--- src/design/ltbm_pkg.sv ---
`timescale 1ns / 1ps
`default_nettype none

package ltbm_pkg;

   // register map
   localparam int unsigned CSR_IDX_W      = 3;
   localparam int unsigned CSR_DATA_W     = 32;
   localparam logic [CSR_IDX_W-1:0] REG_THRESHOLD   = 3'd0;
   localparam logic [CSR_IDX_W-1:0] REG_VALIDATION  = 3'd1;
   localparam logic [CSR_IDX_W-1:0] REG_POINT_COUNT = 3'd2;
   localparam logic [CSR_IDX_W-1:0] REG_POINT0      = 3'd3;
   localparam int unsigned NUM_POINT_REGS = 5;

   // reset values
   localparam logic [7:0]  THRESHOLD_RESET   = 8'd10;
   localparam logic [7:0]  VALIDATION_RESET  = 8'd2;
   localparam logic [2:0]  POINT_COUNT_RESET = 3'd2;
   localparam logic [31:0] POINT1_RESET      = 32'hFFFF_FFFF;
   localparam logic [31:0] POINT_RESET       = 32'h0000_0000;
   localparam logic [15:0] LEVEL_RESET       = 16'hFFFF;

   // divider: quotient is known to fit in 16 bits
   localparam int unsigned DIV_STEPS = 16;
   localparam int unsigned DIV_CNT_W = 4;

   typedef enum logic [5:0] {
      S_IDLE  = 6'b000001,
      S_CHECK = 6'b000010,
      S_SCAN  = 6'b000100,
      S_MUL   = 6'b001000,
      S_DIV   = 6'b010000,
      S_DONE  = 6'b100000
   } state_type;

   typedef struct packed {
      logic busy;
      logic done;
      logic rem_nonzero;
   } div_status_type;

endpackage

`default_nettype wire

--- src/design/light_to_brightness_mapper.sv ---
// Ambient light to backlight brightness mapper.
// Input: req_valid/req_ready carry one 16-bit light sample per transfer.
// Output: rsp_valid/rsp_ready carry one 16-bit brightness per accepted
// level change; samples that are within the threshold of the current
// level, or not yet confirmed, produce no output transfer.
// The csr_ port writes threshold, validation count, point count and up to
// five (x,y) breakpoints; write only while the block is idle.
// Flow: a sample that produces no output is accepted, then checked.
// A confirmed change runs the breakpoint scan, the multiply and the slope
// division: the breakpoint scan reads one point per cycle and the slope
// division runs on a 16-step restoring divider. Samples whose value
// falls outside the curve skip the multiply and divide.
// req_ready is high only in the idle state. A finished brightness sits in
// the output register; the next sample is accepted while it waits, and that
// sample's result is held until the output register is free.
// Reset: level 65535, confirm count 0, registers at their reset values,
// no output pending.
`timescale 1ns / 1ps
`default_nettype none

module light_to_brightness_mapper import ltbm_pkg::*; #(
   parameter int unsigned MAX_POINTS = 5
) (
   input  wire logic                  clock,
   input  wire logic                  reset,
   input  wire logic                  req_valid,
   output logic                       req_ready,
   input  wire logic [15:0]           req_sample,
   output logic                       rsp_valid,
   input  wire logic                  rsp_ready,
   output logic [15:0]                rsp_brightness,
   input  wire logic                  csr_wr_en,
   input  wire logic [CSR_IDX_W-1:0]  csr_index,
   input  wire logic [CSR_DATA_W-1:0] csr_wdata
);

   localparam int unsigned IDX_W  = $clog2(MAX_POINTS);
   localparam int unsigned STORED = (MAX_POINTS < NUM_POINT_REGS) ? MAX_POINTS
                                                                  : NUM_POINT_REGS;

   state_type   state_ff, state_in;
   logic [15:0] sample_ff;
   logic [15:0] level_ff, level_in;
   logic [7:0]  count_ff, count_in;
   logic [7:0]  thr_ff;
   logic [7:0]  vcnt_ff;
   logic [2:0]  pcnt_ff;
   logic [31:0] pnt_ff [STORED];

   logic [IDX_W-1:0] idx_ff, idx_in;
   logic [15:0] prev_x_ff, prev_x_in, prev_y_ff, prev_y_in;
   logic [15:0] first_x_ff, first_x_in, first_y_ff, first_y_in;
   logic [15:0] seg_x1_ff, seg_x1_in, seg_y1_ff, seg_y1_in;
   logic [15:0] res_ff, res_in;
   logic        rsp_valid_ff, rsp_valid_in;
   logic [15:0] rsp_brightness_ff, rsp_brightness_in;

   logic [31:0]      cur_pnt;
   logic [15:0]      cx, cy, lo_x, lo_y, fb_res;
   logic [15:0]      abs_diff;
   logic             is_change, confirmed, seg_match;
   logic [IDX_W-1:0] last_idx;
   logic             seg_neg;
   logic [15:0]      seg_mag, seg_dist, seg_dx;
   logic [31:0]      mul_prod;
   logic             div_start;
   logic [15:0]      div_quo;
   div_status_type   div_st;

   // configuration registers
   always_ff @(posedge clock) begin
      if (reset) begin
         thr_ff  <= THRESHOLD_RESET;
         vcnt_ff <= VALIDATION_RESET;
         pcnt_ff <= POINT_COUNT_RESET;
      end else if (csr_wr_en) begin
         case (csr_index)
            REG_THRESHOLD:   thr_ff  <= csr_wdata[7:0];
            REG_VALIDATION:  vcnt_ff <= csr_wdata[7:0];
            REG_POINT_COUNT: pcnt_ff <= csr_wdata[2:0];
            default: ;
         endcase
      end
   end

   for (genvar k = 0; k < STORED; k++) begin : g_pnt
      always_ff @(posedge clock) begin
         if (reset) begin
            pnt_ff[k] <= (k == 1) ? POINT1_RESET : POINT_RESET;
         end else if (csr_wr_en && csr_index == CSR_IDX_W'(32'(REG_POINT0) + k)) begin
            pnt_ff[k] <= csr_wdata;
         end
      end
   end

   // breakpoint read mux; points past the writable ones read as zero
   always_comb begin
      cur_pnt = '0;
      for (int k = 0; k < STORED; k++) begin
         if (idx_ff == IDX_W'(k)) cur_pnt = pnt_ff[k];
      end
   end

   // effective last point index, point count clamped to 1..MAX_POINTS
   always_comb begin
      if (pcnt_ff == 3'd0) begin
         last_idx = '0;
      end else if (32'(pcnt_ff) > 32'(MAX_POINTS)) begin
         last_idx = IDX_W'(MAX_POINTS - 1);
      end else begin
         last_idx = IDX_W'(32'(pcnt_ff) - 32'd1);
      end
   end

   // change test
   assign abs_diff  = (sample_ff > level_ff) ? sample_ff - level_ff : level_ff - sample_ff;
   assign is_change = abs_diff > {8'h00, thr_ff};
   assign confirmed = count_ff >= vcnt_ff;

   // segment scan terms
   assign cx        = cur_pnt[31:16];
   assign cy        = cur_pnt[15:0];
   assign lo_x      = (idx_ff == '0) ? cx : first_x_ff;
   assign lo_y      = (idx_ff == '0) ? cy : first_y_ff;
   assign fb_res    = (sample_ff <= lo_x) ? lo_y : ((sample_ff > cx) ? cy : 16'h0000);
   assign seg_match = (idx_ff != '0) && (prev_x_ff < sample_ff) && (sample_ff <= cx);

   // interpolation operands, sign-magnitude slope
   assign seg_neg  = seg_y1_ff < prev_y_ff;
   assign seg_mag  = seg_neg ? prev_y_ff - seg_y1_ff : seg_y1_ff - prev_y_ff;
   assign seg_dist = sample_ff - prev_x_ff;
   assign seg_dx   = seg_x1_ff - prev_x_ff;
   assign mul_prod = 32'(seg_mag) * 32'(seg_dist);
   assign div_start = (state_ff == S_MUL);

   ltbm_div u_div (
      .clock    (clock),
      .reset    (reset),
      .start    (div_start),
      .dividend (mul_prod),
      .divisor  (seg_dx),
      .quotient (div_quo),
      .status   (div_st)
   );

   // sequencer
   always_comb begin
      state_in   = state_ff;
      level_in   = level_ff;
      count_in   = count_ff;
      idx_in     = idx_ff;
      prev_x_in  = prev_x_ff;
      prev_y_in  = prev_y_ff;
      first_x_in = first_x_ff;
      first_y_in = first_y_ff;
      seg_x1_in  = seg_x1_ff;
      seg_y1_in  = seg_y1_ff;
      res_in     = res_ff;
      case (state_ff)
         S_IDLE: begin
            if (req_valid) state_in = S_CHECK;
         end
         S_CHECK: begin
            if (!is_change) begin
               state_in = S_IDLE;
            end else if (!confirmed) begin
               count_in = count_ff + 8'd1;
               state_in = S_IDLE;
            end else begin
               level_in = sample_ff;
               count_in = '0;
               idx_in   = '0;
               state_in = S_SCAN;
            end
         end
         S_SCAN: begin
            if (idx_ff == '0) begin
               first_x_in = cx;
               first_y_in = cy;
            end
            if (seg_match) begin
               seg_x1_in = cx;
               seg_y1_in = cy;
               state_in  = S_MUL;
            end else if (idx_ff == last_idx) begin
               res_in   = fb_res;
               state_in = S_DONE;
            end else begin
               prev_x_in = cx;
               prev_y_in = cy;
               idx_in    = idx_ff + IDX_W'(1);
            end
         end
         S_MUL: begin
            state_in = S_DIV;
         end
         S_DIV: begin
            if (div_st.done) begin
               // floor: a negative slope rounds the magnitude up
               res_in = seg_neg ? prev_y_ff - div_quo - {15'h0000, div_st.rem_nonzero}
                                : prev_y_ff + div_quo;
               state_in = S_DONE;
            end
         end
         S_DONE: begin
            if (!rsp_valid_ff || rsp_ready) state_in = S_IDLE;
         end
         default: begin
            state_in = S_IDLE;
         end
      endcase
   end

   // output register
   always_comb begin
      rsp_valid_in      = rsp_valid_ff && !rsp_ready;
      rsp_brightness_in = rsp_brightness_ff;
      if (state_ff == S_DONE && (!rsp_valid_ff || rsp_ready)) begin
         rsp_valid_in      = 1'b1;
         rsp_brightness_in = res_ff;
      end
   end

   always_ff @(posedge clock) begin
      if (reset) begin
         state_ff     <= S_IDLE;
         level_ff     <= LEVEL_RESET;
         count_ff     <= '0;
         idx_ff       <= '0;
         rsp_valid_ff <= 1'b0;
      end else begin
         state_ff     <= state_in;
         level_ff     <= level_in;
         count_ff     <= count_in;
         idx_ff       <= idx_in;
         rsp_valid_ff <= rsp_valid_in;
      end
   end

   always_ff @(posedge clock) begin
      if (req_valid && req_ready) sample_ff <= req_sample;
      prev_x_ff         <= prev_x_in;
      prev_y_ff         <= prev_y_in;
      first_x_ff        <= first_x_in;
      first_y_ff        <= first_y_in;
      seg_x1_ff         <= seg_x1_in;
      seg_y1_ff         <= seg_y1_in;
      res_ff            <= res_in;
      rsp_brightness_ff <= rsp_brightness_in;
   end

   assign req_ready      = (state_ff == S_IDLE);
   assign rsp_valid      = rsp_valid_ff;
   assign rsp_brightness = rsp_brightness_ff;

   // checks
   a_accept_to_check: assert property (@(posedge clock) disable iff (reset)
      req_valid && req_ready |=> state_ff == S_CHECK)
      else $error("transfer accepted but no change check followed");

   a_idle_div_free: assert property (@(posedge clock) disable iff (reset)
      req_ready |-> !div_st.busy)
      else $error("divider busy while accepting samples");

   a_done_level: assert property (@(posedge clock) disable iff (reset)
      state_ff == S_DONE |-> level_ff == sample_ff && count_ff == 8'd0)
      else $error("result pending without level update");

   a_seg_bounds: assert property (@(posedge clock) disable iff (reset)
      state_ff == S_MUL |-> prev_x_ff < sample_ff && sample_ff <= seg_x1_ff)
      else $error("interpolating outside the selected segment");

endmodule

`default_nettype wire

--- src/design/ltbm_div.sv ---
`timescale 1ns / 1ps
`default_nettype none

// Restoring divider, one quotient bit per cycle. The caller guarantees
// dividend[31:16] < divisor, so the quotient fits in 16 bits.
module ltbm_div import ltbm_pkg::*; (
   input  wire logic           clock,
   input  wire logic           reset,
   input  wire logic           start,
   input  wire logic [31:0]    dividend,
   input  wire logic [15:0]    divisor,
   output logic [15:0]         quotient,
   output div_status_type      status
);

   logic [15:0]          rem_ff, rem_in;
   logic [15:0]          quo_ff, quo_in;
   logic [15:0]          dvs_ff;
   logic [DIV_CNT_W-1:0] cnt_ff, cnt_in;
   logic                 busy_ff, busy_in;
   logic                 done_ff, done_in;

   logic [16:0] trial;
   logic [17:0] diff;
   logic        fits;

   // one shift/subtract step
   always_comb begin
      trial  = {rem_ff, quo_ff[15]};
      diff   = {1'b0, trial} - {2'b00, dvs_ff};
      fits   = ~diff[17];
      rem_in = fits ? diff[15:0] : trial[15:0];
      quo_in = {quo_ff[14:0], fits};
   end

   // step control
   always_comb begin
      cnt_in  = cnt_ff;
      busy_in = busy_ff;
      done_in = 1'b0;
      if (start) begin
         cnt_in  = '0;
         busy_in = 1'b1;
      end else if (busy_ff) begin
         cnt_in = cnt_ff + DIV_CNT_W'(1);
         if (cnt_ff == DIV_CNT_W'(DIV_STEPS - 1)) begin
            busy_in = 1'b0;
            done_in = 1'b1;
         end
      end
   end

   always_ff @(posedge clock) begin
      if (reset) begin
         cnt_ff  <= '0;
         busy_ff <= 1'b0;
         done_ff <= 1'b0;
      end else begin
         cnt_ff  <= cnt_in;
         busy_ff <= busy_in;
         done_ff <= done_in;
      end
   end

   always_ff @(posedge clock) begin
      if (start) begin
         rem_ff <= dividend[31:16];
         quo_ff <= dividend[15:0];
         dvs_ff <= divisor;
      end else if (busy_ff) begin
         rem_ff <= rem_in;
         quo_ff <= quo_in;
      end
   end

   assign quotient           = quo_ff;
   assign status.busy        = busy_ff;
   assign status.done        = done_ff;
   assign status.rem_nonzero = (rem_ff != 16'h0000);

endmodule

`default_nettype wire
--- config.mk ---
export PLATFORM = sky130hd
export DESIGN_NAME = light_to_brightness_mapper
export DESIGN_NICKNAME = d
export VERILOG_FILES = /design/src/design/ltbm_pkg.sv /design/src/design/light_to_brightness_mapper.sv /design/src/design/ltbm_div.sv
export SDC_FILE = /design/constraint.sdc
export NUM_CORES = 2
export LEC_CHECK = 0
export BUFFER_PORTS_ARGS = -buffer_cell sky130_fd_sc_hd__buf_2
export CAP_MARGIN = 20
export CORE_MARGIN = 4
export CORE_UTILIZATION = 60
export CTS_CLUSTER_SIZE = 14
export DETAILED_ROUTE_END_ITERATION = 12
export GPL_TIMING_DRIVEN = 0
export HOLD_SLACK_MARGIN = 0.05
export PLACE_DENSITY = 0.79
export SYNTH_ARGS = -nofsm -noshare
export SYNTH_HDL_FRONTEND = slang
export SYNTH_SLANG_ARGS = --single-unit
--- constraint.sdc ---
create_clock -name clock -period 14.6 [get_ports clock]
set_input_delay 2.19 -clock clock [delete_from_list [all_inputs] [get_ports clock]]
set_output_delay 2.19 -clock clock [all_outputs]
set_load 0.01 [all_outputs]
# Word level (Yosys, flattened, before mapping)

Memories as Yosys holds them, arrays and structs flattened.
Cells that the tools add are included.

Flip-flop bits (word level): 251
RAM bits: 160
Bits of input ports: 56
Output and inout port bits: 18
Logic and storage cells: 182
Memories: 1

Memories:

| name   | words | width | rd ports | clocked after Yosys merged registers in | wr ports | line                             | text |
|---|---|---|---|---|---|---|---|
| pnt_ff | 5     | 32    | 5        | 0                                       | 5        | light_to_brightness_mapper.sv:48 | `logic [31:0] pnt_ff [STORED];` |

Add/sub/neg operators: 14
$mul: 1
$lt $le $gt $ge: 9
Eq/ne operators: 28
Mux-type cells: 64
Bitwise gates (word level): 9
Reductions and logical operators: 33

Operator list:

| kind                                          | count |
|---|---|
| two-way mux 32 bit                            | 10 |
| two-way mux 16 bit                            | 15 |
| subtractor 16 bit                             | 7 |
| case mux 6 bit (6 select lines)               | 1 |
| greater-than comparator 16 bit                | 2 |
| less-or-equal comparator 16 bit               | 2 |
| < comparator 16 bit                           | 2 |
| multiplier 16 x 16 -> 32 bit                  | 1 |
| case mux 16 bit (2 select lines)              | 1 |
| two-way mux 6 bit                             | 5 |
| two-way mux 3 bit                             | 8 |
| two-way mux 1 bit                             | 22 |
| subtractor 17 x 16 -> 18 bit                  | 1 |
| adder 16 bit                                  | 1 |
| greater-than comparator 16 x 8 -> 1 bit       | 1 |
| nonzero test 16 bit                           | 1 |
| subtractor 16 x 1 -> 16 bit                   | 1 |
| == test 3 bit, second input constant          | 5 |
| inequality test 2 bit, second input constant  | 7 |
| == test 3 x 2 -> 1 bit, second input constant | 4 |
| logical AND 1 bit                             | 10 |
| AND reduction 2 bit                           | 5 |
| logical NOT 3 bit                             | 3 |
| adder 8 x 1 -> 8 bit, second input constant   | 1 |
| other kinds (29)                              | 42 |

# Depth between registers and ports, before layout

Word-level depth: 12
Depth in mapped cells: 38
Mapped depth without buffers: 37

# Modules after synthesis

Synthesis repeated with hierarchy kept, for this count alone.

Cell total of the unflattened synthesis: 3398
Area, all modules: 33438.3 um^2

By module, submodules not included:

| module                     | instances | cells an instance | area an instance (um^2) | seq. area each (um^2) |
|---|---|---|---|---|
| light_to_brightness_mapper | 1         | 3132              | 30269.0                 | 10189.8 |
| ltbm_div                   | 1         | 266               | 3169.3                  | 1561.5 |

# Least setup slack after synthesis

OpenSTA, ideal clock, no wires.

Path kind: reg2reg
Start: register prev_y_ff[1]
End: register u_div.rem_ff[14], data pin
Library setup time: 0.267 ns
Arrival: 8.667 ns
Required time: 14.333 ns
Setup slack: 5.666 ns
Stages on the path, launching flop included: 32
Path buffers: 0
Period minus slack after synthesis: 8.934 ns
Cells stage by stage: edfxtp_1 inv_1 fa_1 a21o_1 a21o_1 a21oi_1 o221ai_2 nor2_4 mux2_2 a31oi_1 o211ai_1 nand3_1 or3b_2 fa_1 fa_1 inv_1 fa_1 fa_1 fa_1 inv_1 fa_1 inv_1 ha_1 a21o_1 a21oi_1 o41ai_1 o311a_1 a221o_1 a41o_1 o41ai_1 xor2_1 mux2i_1

Word-level cells in the longest chain between the ends: 4
Elaborated cells on any way between the ends: 6
Those cells by class: add/sub: 2; mul: 1; order compare: 1; mux: 2

RTL lines:

| item                                                     | line                                                                 | text |
|---|---|---|
| start: declaration                                       | light_to_brightness_mapper.sv:51                                     | `logic [15:0] prev_x_ff, prev_x_in, prev_y_ff, prev_y_in;` |
| start signal: assignment                                 | light_to_brightness_mapper.sv:243                                    | `prev_y_ff <= prev_y_in;` |
| subtractor 16 bit or < comparator 16 bit (tied branches) | light_to_brightness_mapper.sv:130, light_to_brightness_mapper.sv:129 |  |
| two-way mux 16 bit (*)                                   | light_to_brightness_mapper.sv:130                                    | `assign seg_mag = seg_neg ? prev_y_ff - seg_y1_ff : seg_y1_ff - prev_y_ff;` |
| multiplier 16 x 16 -> 32 bit (*)                         | light_to_brightness_mapper.sv:133                                    | `assign mul_prod = 32'(seg_mag) * 32'(seg_dist);` |
| two-way mux 16 bit (*)                                   | ltbm_div.sv:66                                                       | `if (start) begin` |
| end signal: assignment                                   | ltbm_div.sv:67                                                       | `rem_ff <= dividend[31:16];` |
| end signal: assignment                                   | ltbm_div.sv:71                                                       | `rem_ff <= rem_in;` |
| end: declaration                                         | ltbm_div.sv:16                                                       | `logic [15:0] rem_ff, rem_in;` |

Mark *: on every way between the ends. The rest lies on a longest branch, timed or not.
A chain may end at the register's enable or synchronous reset.

# Final worst setup path

Ends and elaborated chain as after synthesis.

==> results.yml <==
setup_path:
  end_kind: "register"
  critPathMaxStageDelay_ps: 700
  crit_type: "reg2reg"
  critPathMaxFanout: 10
  rrSetupSlack_ps: 3950
  reg2reg_depth: 33
  crit_arrival_ps: 10960
  r2r_start: "prev_y_ff[1]"
  reg2reg_to: "u_div.rem_ff[14]"
  cp.required_ps: 14910
  crit_path_top_delay_cell: "xnor2_1"
  cp_common_cell: "fa_1"
  start_kind: "register"
sta:
  fmax_mhz: 93.9
  final_max_slew_viol_count: 0
  skew_ps: 26.6
  setup-tns-final_ps: 0
  rsz0062_at_grt: "no"
  fin_crit_sh_pct: 73.0
  period_needed_ps: 10650
  tightest_slew_ps: 1150
  relSlewSlack_pct: 22.6
  setup_viol: 0
  hold_ws_ps: 413
  finalHoldViolations: 0
min_path:
  hold_depth: 0
  hold_path.class: "reg2reg"
  holdPathEnd: "rsp_brightness[9]"
  worstHoldStart: "res_ff[9]"
yosys:
  ys_seq_elements: 411
  avgSynthCellArea_sq_um: 9.61
  synth_cell_type_count: 79
  yosys-top-cells-area: "edfxtp_1, fa_1, ha_1"
  syn_nets: 4096
  synth-main-ff-cell: "edfxtp_1"
  synth_edf_count: 352
  yosysWarnings: 0
  yosysTopAreaCell: "edfxtp_1"
  async_flop_share_pct: 0
  syn_area_sq_mm: 0.0339
  synth.top_cell.area_share_pct: 31.2
  syn_inst: 3522
  seq_area_frac_synth_pct: 34.7
floorplan:
  die-area_sq_mm: 0.0603
  fp.coreArea_sq_mm: 0.0555
  chipHeight_um: 246
  fp.dieW_um: 246
  io_pins: 74
  start_util_pct: 61.0
  num_rows: 86
routing:
  dr.first_iter.drc_count: 2460
  ant_nets: 0
  routed_wl_mm: 89.5
  post_drt_wl_per_cell_um: 20.2
  vias_per_cell: 5.95
  drc_errors: 0
  drtPass1Iterations: 5
  vias: 26400
layout:
  syn2layout_area_growth_pct: 8.90
  antenna_cells: 0
  drive_gt1_share_pct: 6.37
  fin_nets: 4230
  fillers: 4429
  multiInputGateArea_sq_mm: 0.0199
  seqCellArea_sq_mm: 0.0118
  final_area_sq_mm: 0.0369
grt:
  gr-total-overflow: 0
  grt_pass1_wl_mm: 142
  antenna_found_initial: 1
  grtUsageTotal_pct: 29.7
  grt_pass1_vias: 26400
  grt_max_degree: 34
place:
  dp_hpwl_mm: 71.2
  gp_congestion: 0.977
  portBuffers: 72
  dpl_cell_area_sq_mm: 0.0354
clock_tree:
  hold_buffers: 0
  postCtsSetupBuffers: 0
  htree_levels: 2
  cts_sinks: 411
  cts_tree: "built"
  numCtsBuffers: 44
  clk_latency_ps: 600
  cts_resized: 0
  cts_root_buf: "clkbuf_16"
  cts_buffer_depth: 3
  clk_pin_slew_worst_paths_ps: 60
job:
  maxCapViolCount: 0
status:
  status: "finished clean"
[Yosys cell counts (8+ instances only)]
cell / count
inv_1: 437
edfxtp_1: 352
nand2_1: 325
ha_1: 314
nor2_1: 241
a21oi_1: 208
fa_1: 204
and2_1: 176
o21ai_0: 135
clkbuf_1: 108
nor3_1: 96
xnor2_1: 87
nand2b_1: 79
dfxtp_1: 59
mux2i_1: 57
a21o_1: 45
xor2_1: 44
nand4_1: 42
o21a_1: 41
o211ai_1: 40
a221oi_1: 39
nand3_1: 35
nor2b_1: 31
buf_2: 28
a211oi_1: 27
o21bai_1: 21
a311oi_1: 17
nor4_1: 17
or3_1: 16
nand3b_1: 15
a31oi_1: 14
and3_1: 14
nor3b_1: 13
o31ai_1: 11
a21boi_0: 10
buf_1: 8
o41ai_1: 8
[flip-flops by register name (all words and copies together), names as in the netlist, 16 cells and up]
| name | count |
|---|---|
| first_y_ff | 16 |
| rsp_brightness | 16 |
| u_div.dvs_ff | 16 |
| res_ff | 16 |
| seg_x1_ff | 16 |
| pnt_ff | 160 |
| prev_x_ff | 16 |
| prev_y_ff | 16 |
| sample_ff | 16 |
| seg_y1_ff | 16 |
| u_div.quotient | 16 |
| level_ff | 16 |
| first_x_ff | 16 |
| u_div.rem_ff | 16 |
[critical path, delay by kind of cell (launching register included)]
kind | cells | cell delay (ps)
AOI/OAI and AO/OA | 12 | 2840
xor gates and xnor gates | 2 | 910
adders and majority gates | 8 | 3870
buffers and inverters | 8 | 1610
DFF | 1 | 540
muxes | 1 | 100
and+or+nand+nor | 2 | 490
[cell families after synthesis]
kind of cell             count (synthesis)  share of synthesized area (%)
AO/OA/AOI/OAI                          687                           13.2
XOR/XNOR                               131                           3.39
adder cells (fa/ha/maj)                518                           23.7
buffers and inverters                  588                           6.71
flip-flops                             411                           34.7
multiplexers                            64                           1.92
AND/OR/NAND/NOR                       1123                           16.4
[layer usage]
layer | vias to the layer above | GRT usage, % | wire, um
li1 | 12400 | - | -
met1 | 12700 | 38.9 | 36700
met2 | 1062 | 50.6 | 42700
met3 | 226 | 3.63 | 6280
met4 | 0 | 11.6 | 3850
met5 | - | 0 | 0
[stage by stage]
stage	instances	util [%]	setup slack [ps]
final	4437	66.4	3950
after global routing	4437	66.4	3480
after CTS	4435	66.4	4020
after detailed placement	4356	63.8	4080
after global placement	4342	63.3	3420
after floorplan	3522	-	5670
[placed cells by master (no fill, tap or decap), drive strengths merged, types with 35 or more instances in the layout]
master,synthesis,layout
inv,437,441
edfxtp,352,352
nand2,325,325
ha,314,314
nor2,242,242
a21oi,210,210
fa,204,204
and2,176,176
clkbuf,108,165
o21ai,139,139
buf,43,131
nor3,96,96
xnor2,87,87
nand2b,79,79
dfxtp,59,59
mux2i,57,57
a21o,45,45
xor2,44,44
nand4,42,42
o21a,41,41
o211ai,41,41
a221oi,39,39
nand3,35,35
[how the worst max path moves through the flow]
stage | from | to | slack [ps]
floorplan | prev_y_ff[1] | u_div.rem_ff[14] | 5670
global placement | prev_y_ff[1] | u_div.rem_ff[5] | 3420
detailed placement | prev_y_ff[1] | u_div.rem_ff[14] | 4080
CTS | prev_y_ff[1] | u_div.rem_ff[14] | 4020
global route | prev_y_ff[1] | u_div.rem_ff[14] | 3480
finish | prev_y_ff[1] | u_div.rem_ff[14] | 3950
[area by class of cell]
cell class                      instances  share of cell area, %
Sequential cell                       411                   31.9
Clock inverter                         22                  0.679
Clock buffer                           57                   3.20
Inverter                              437                   4.45
Timing Repair Buffer                   88                   1.60
Buffer                                151                   1.72
Multi-Input combinational cell       2523                   53.9
Tap cell                              748                   2.54
Power is not shown: default switching activity piles up to over one toggle a cycle in this logic, so the estimate is an artifact.
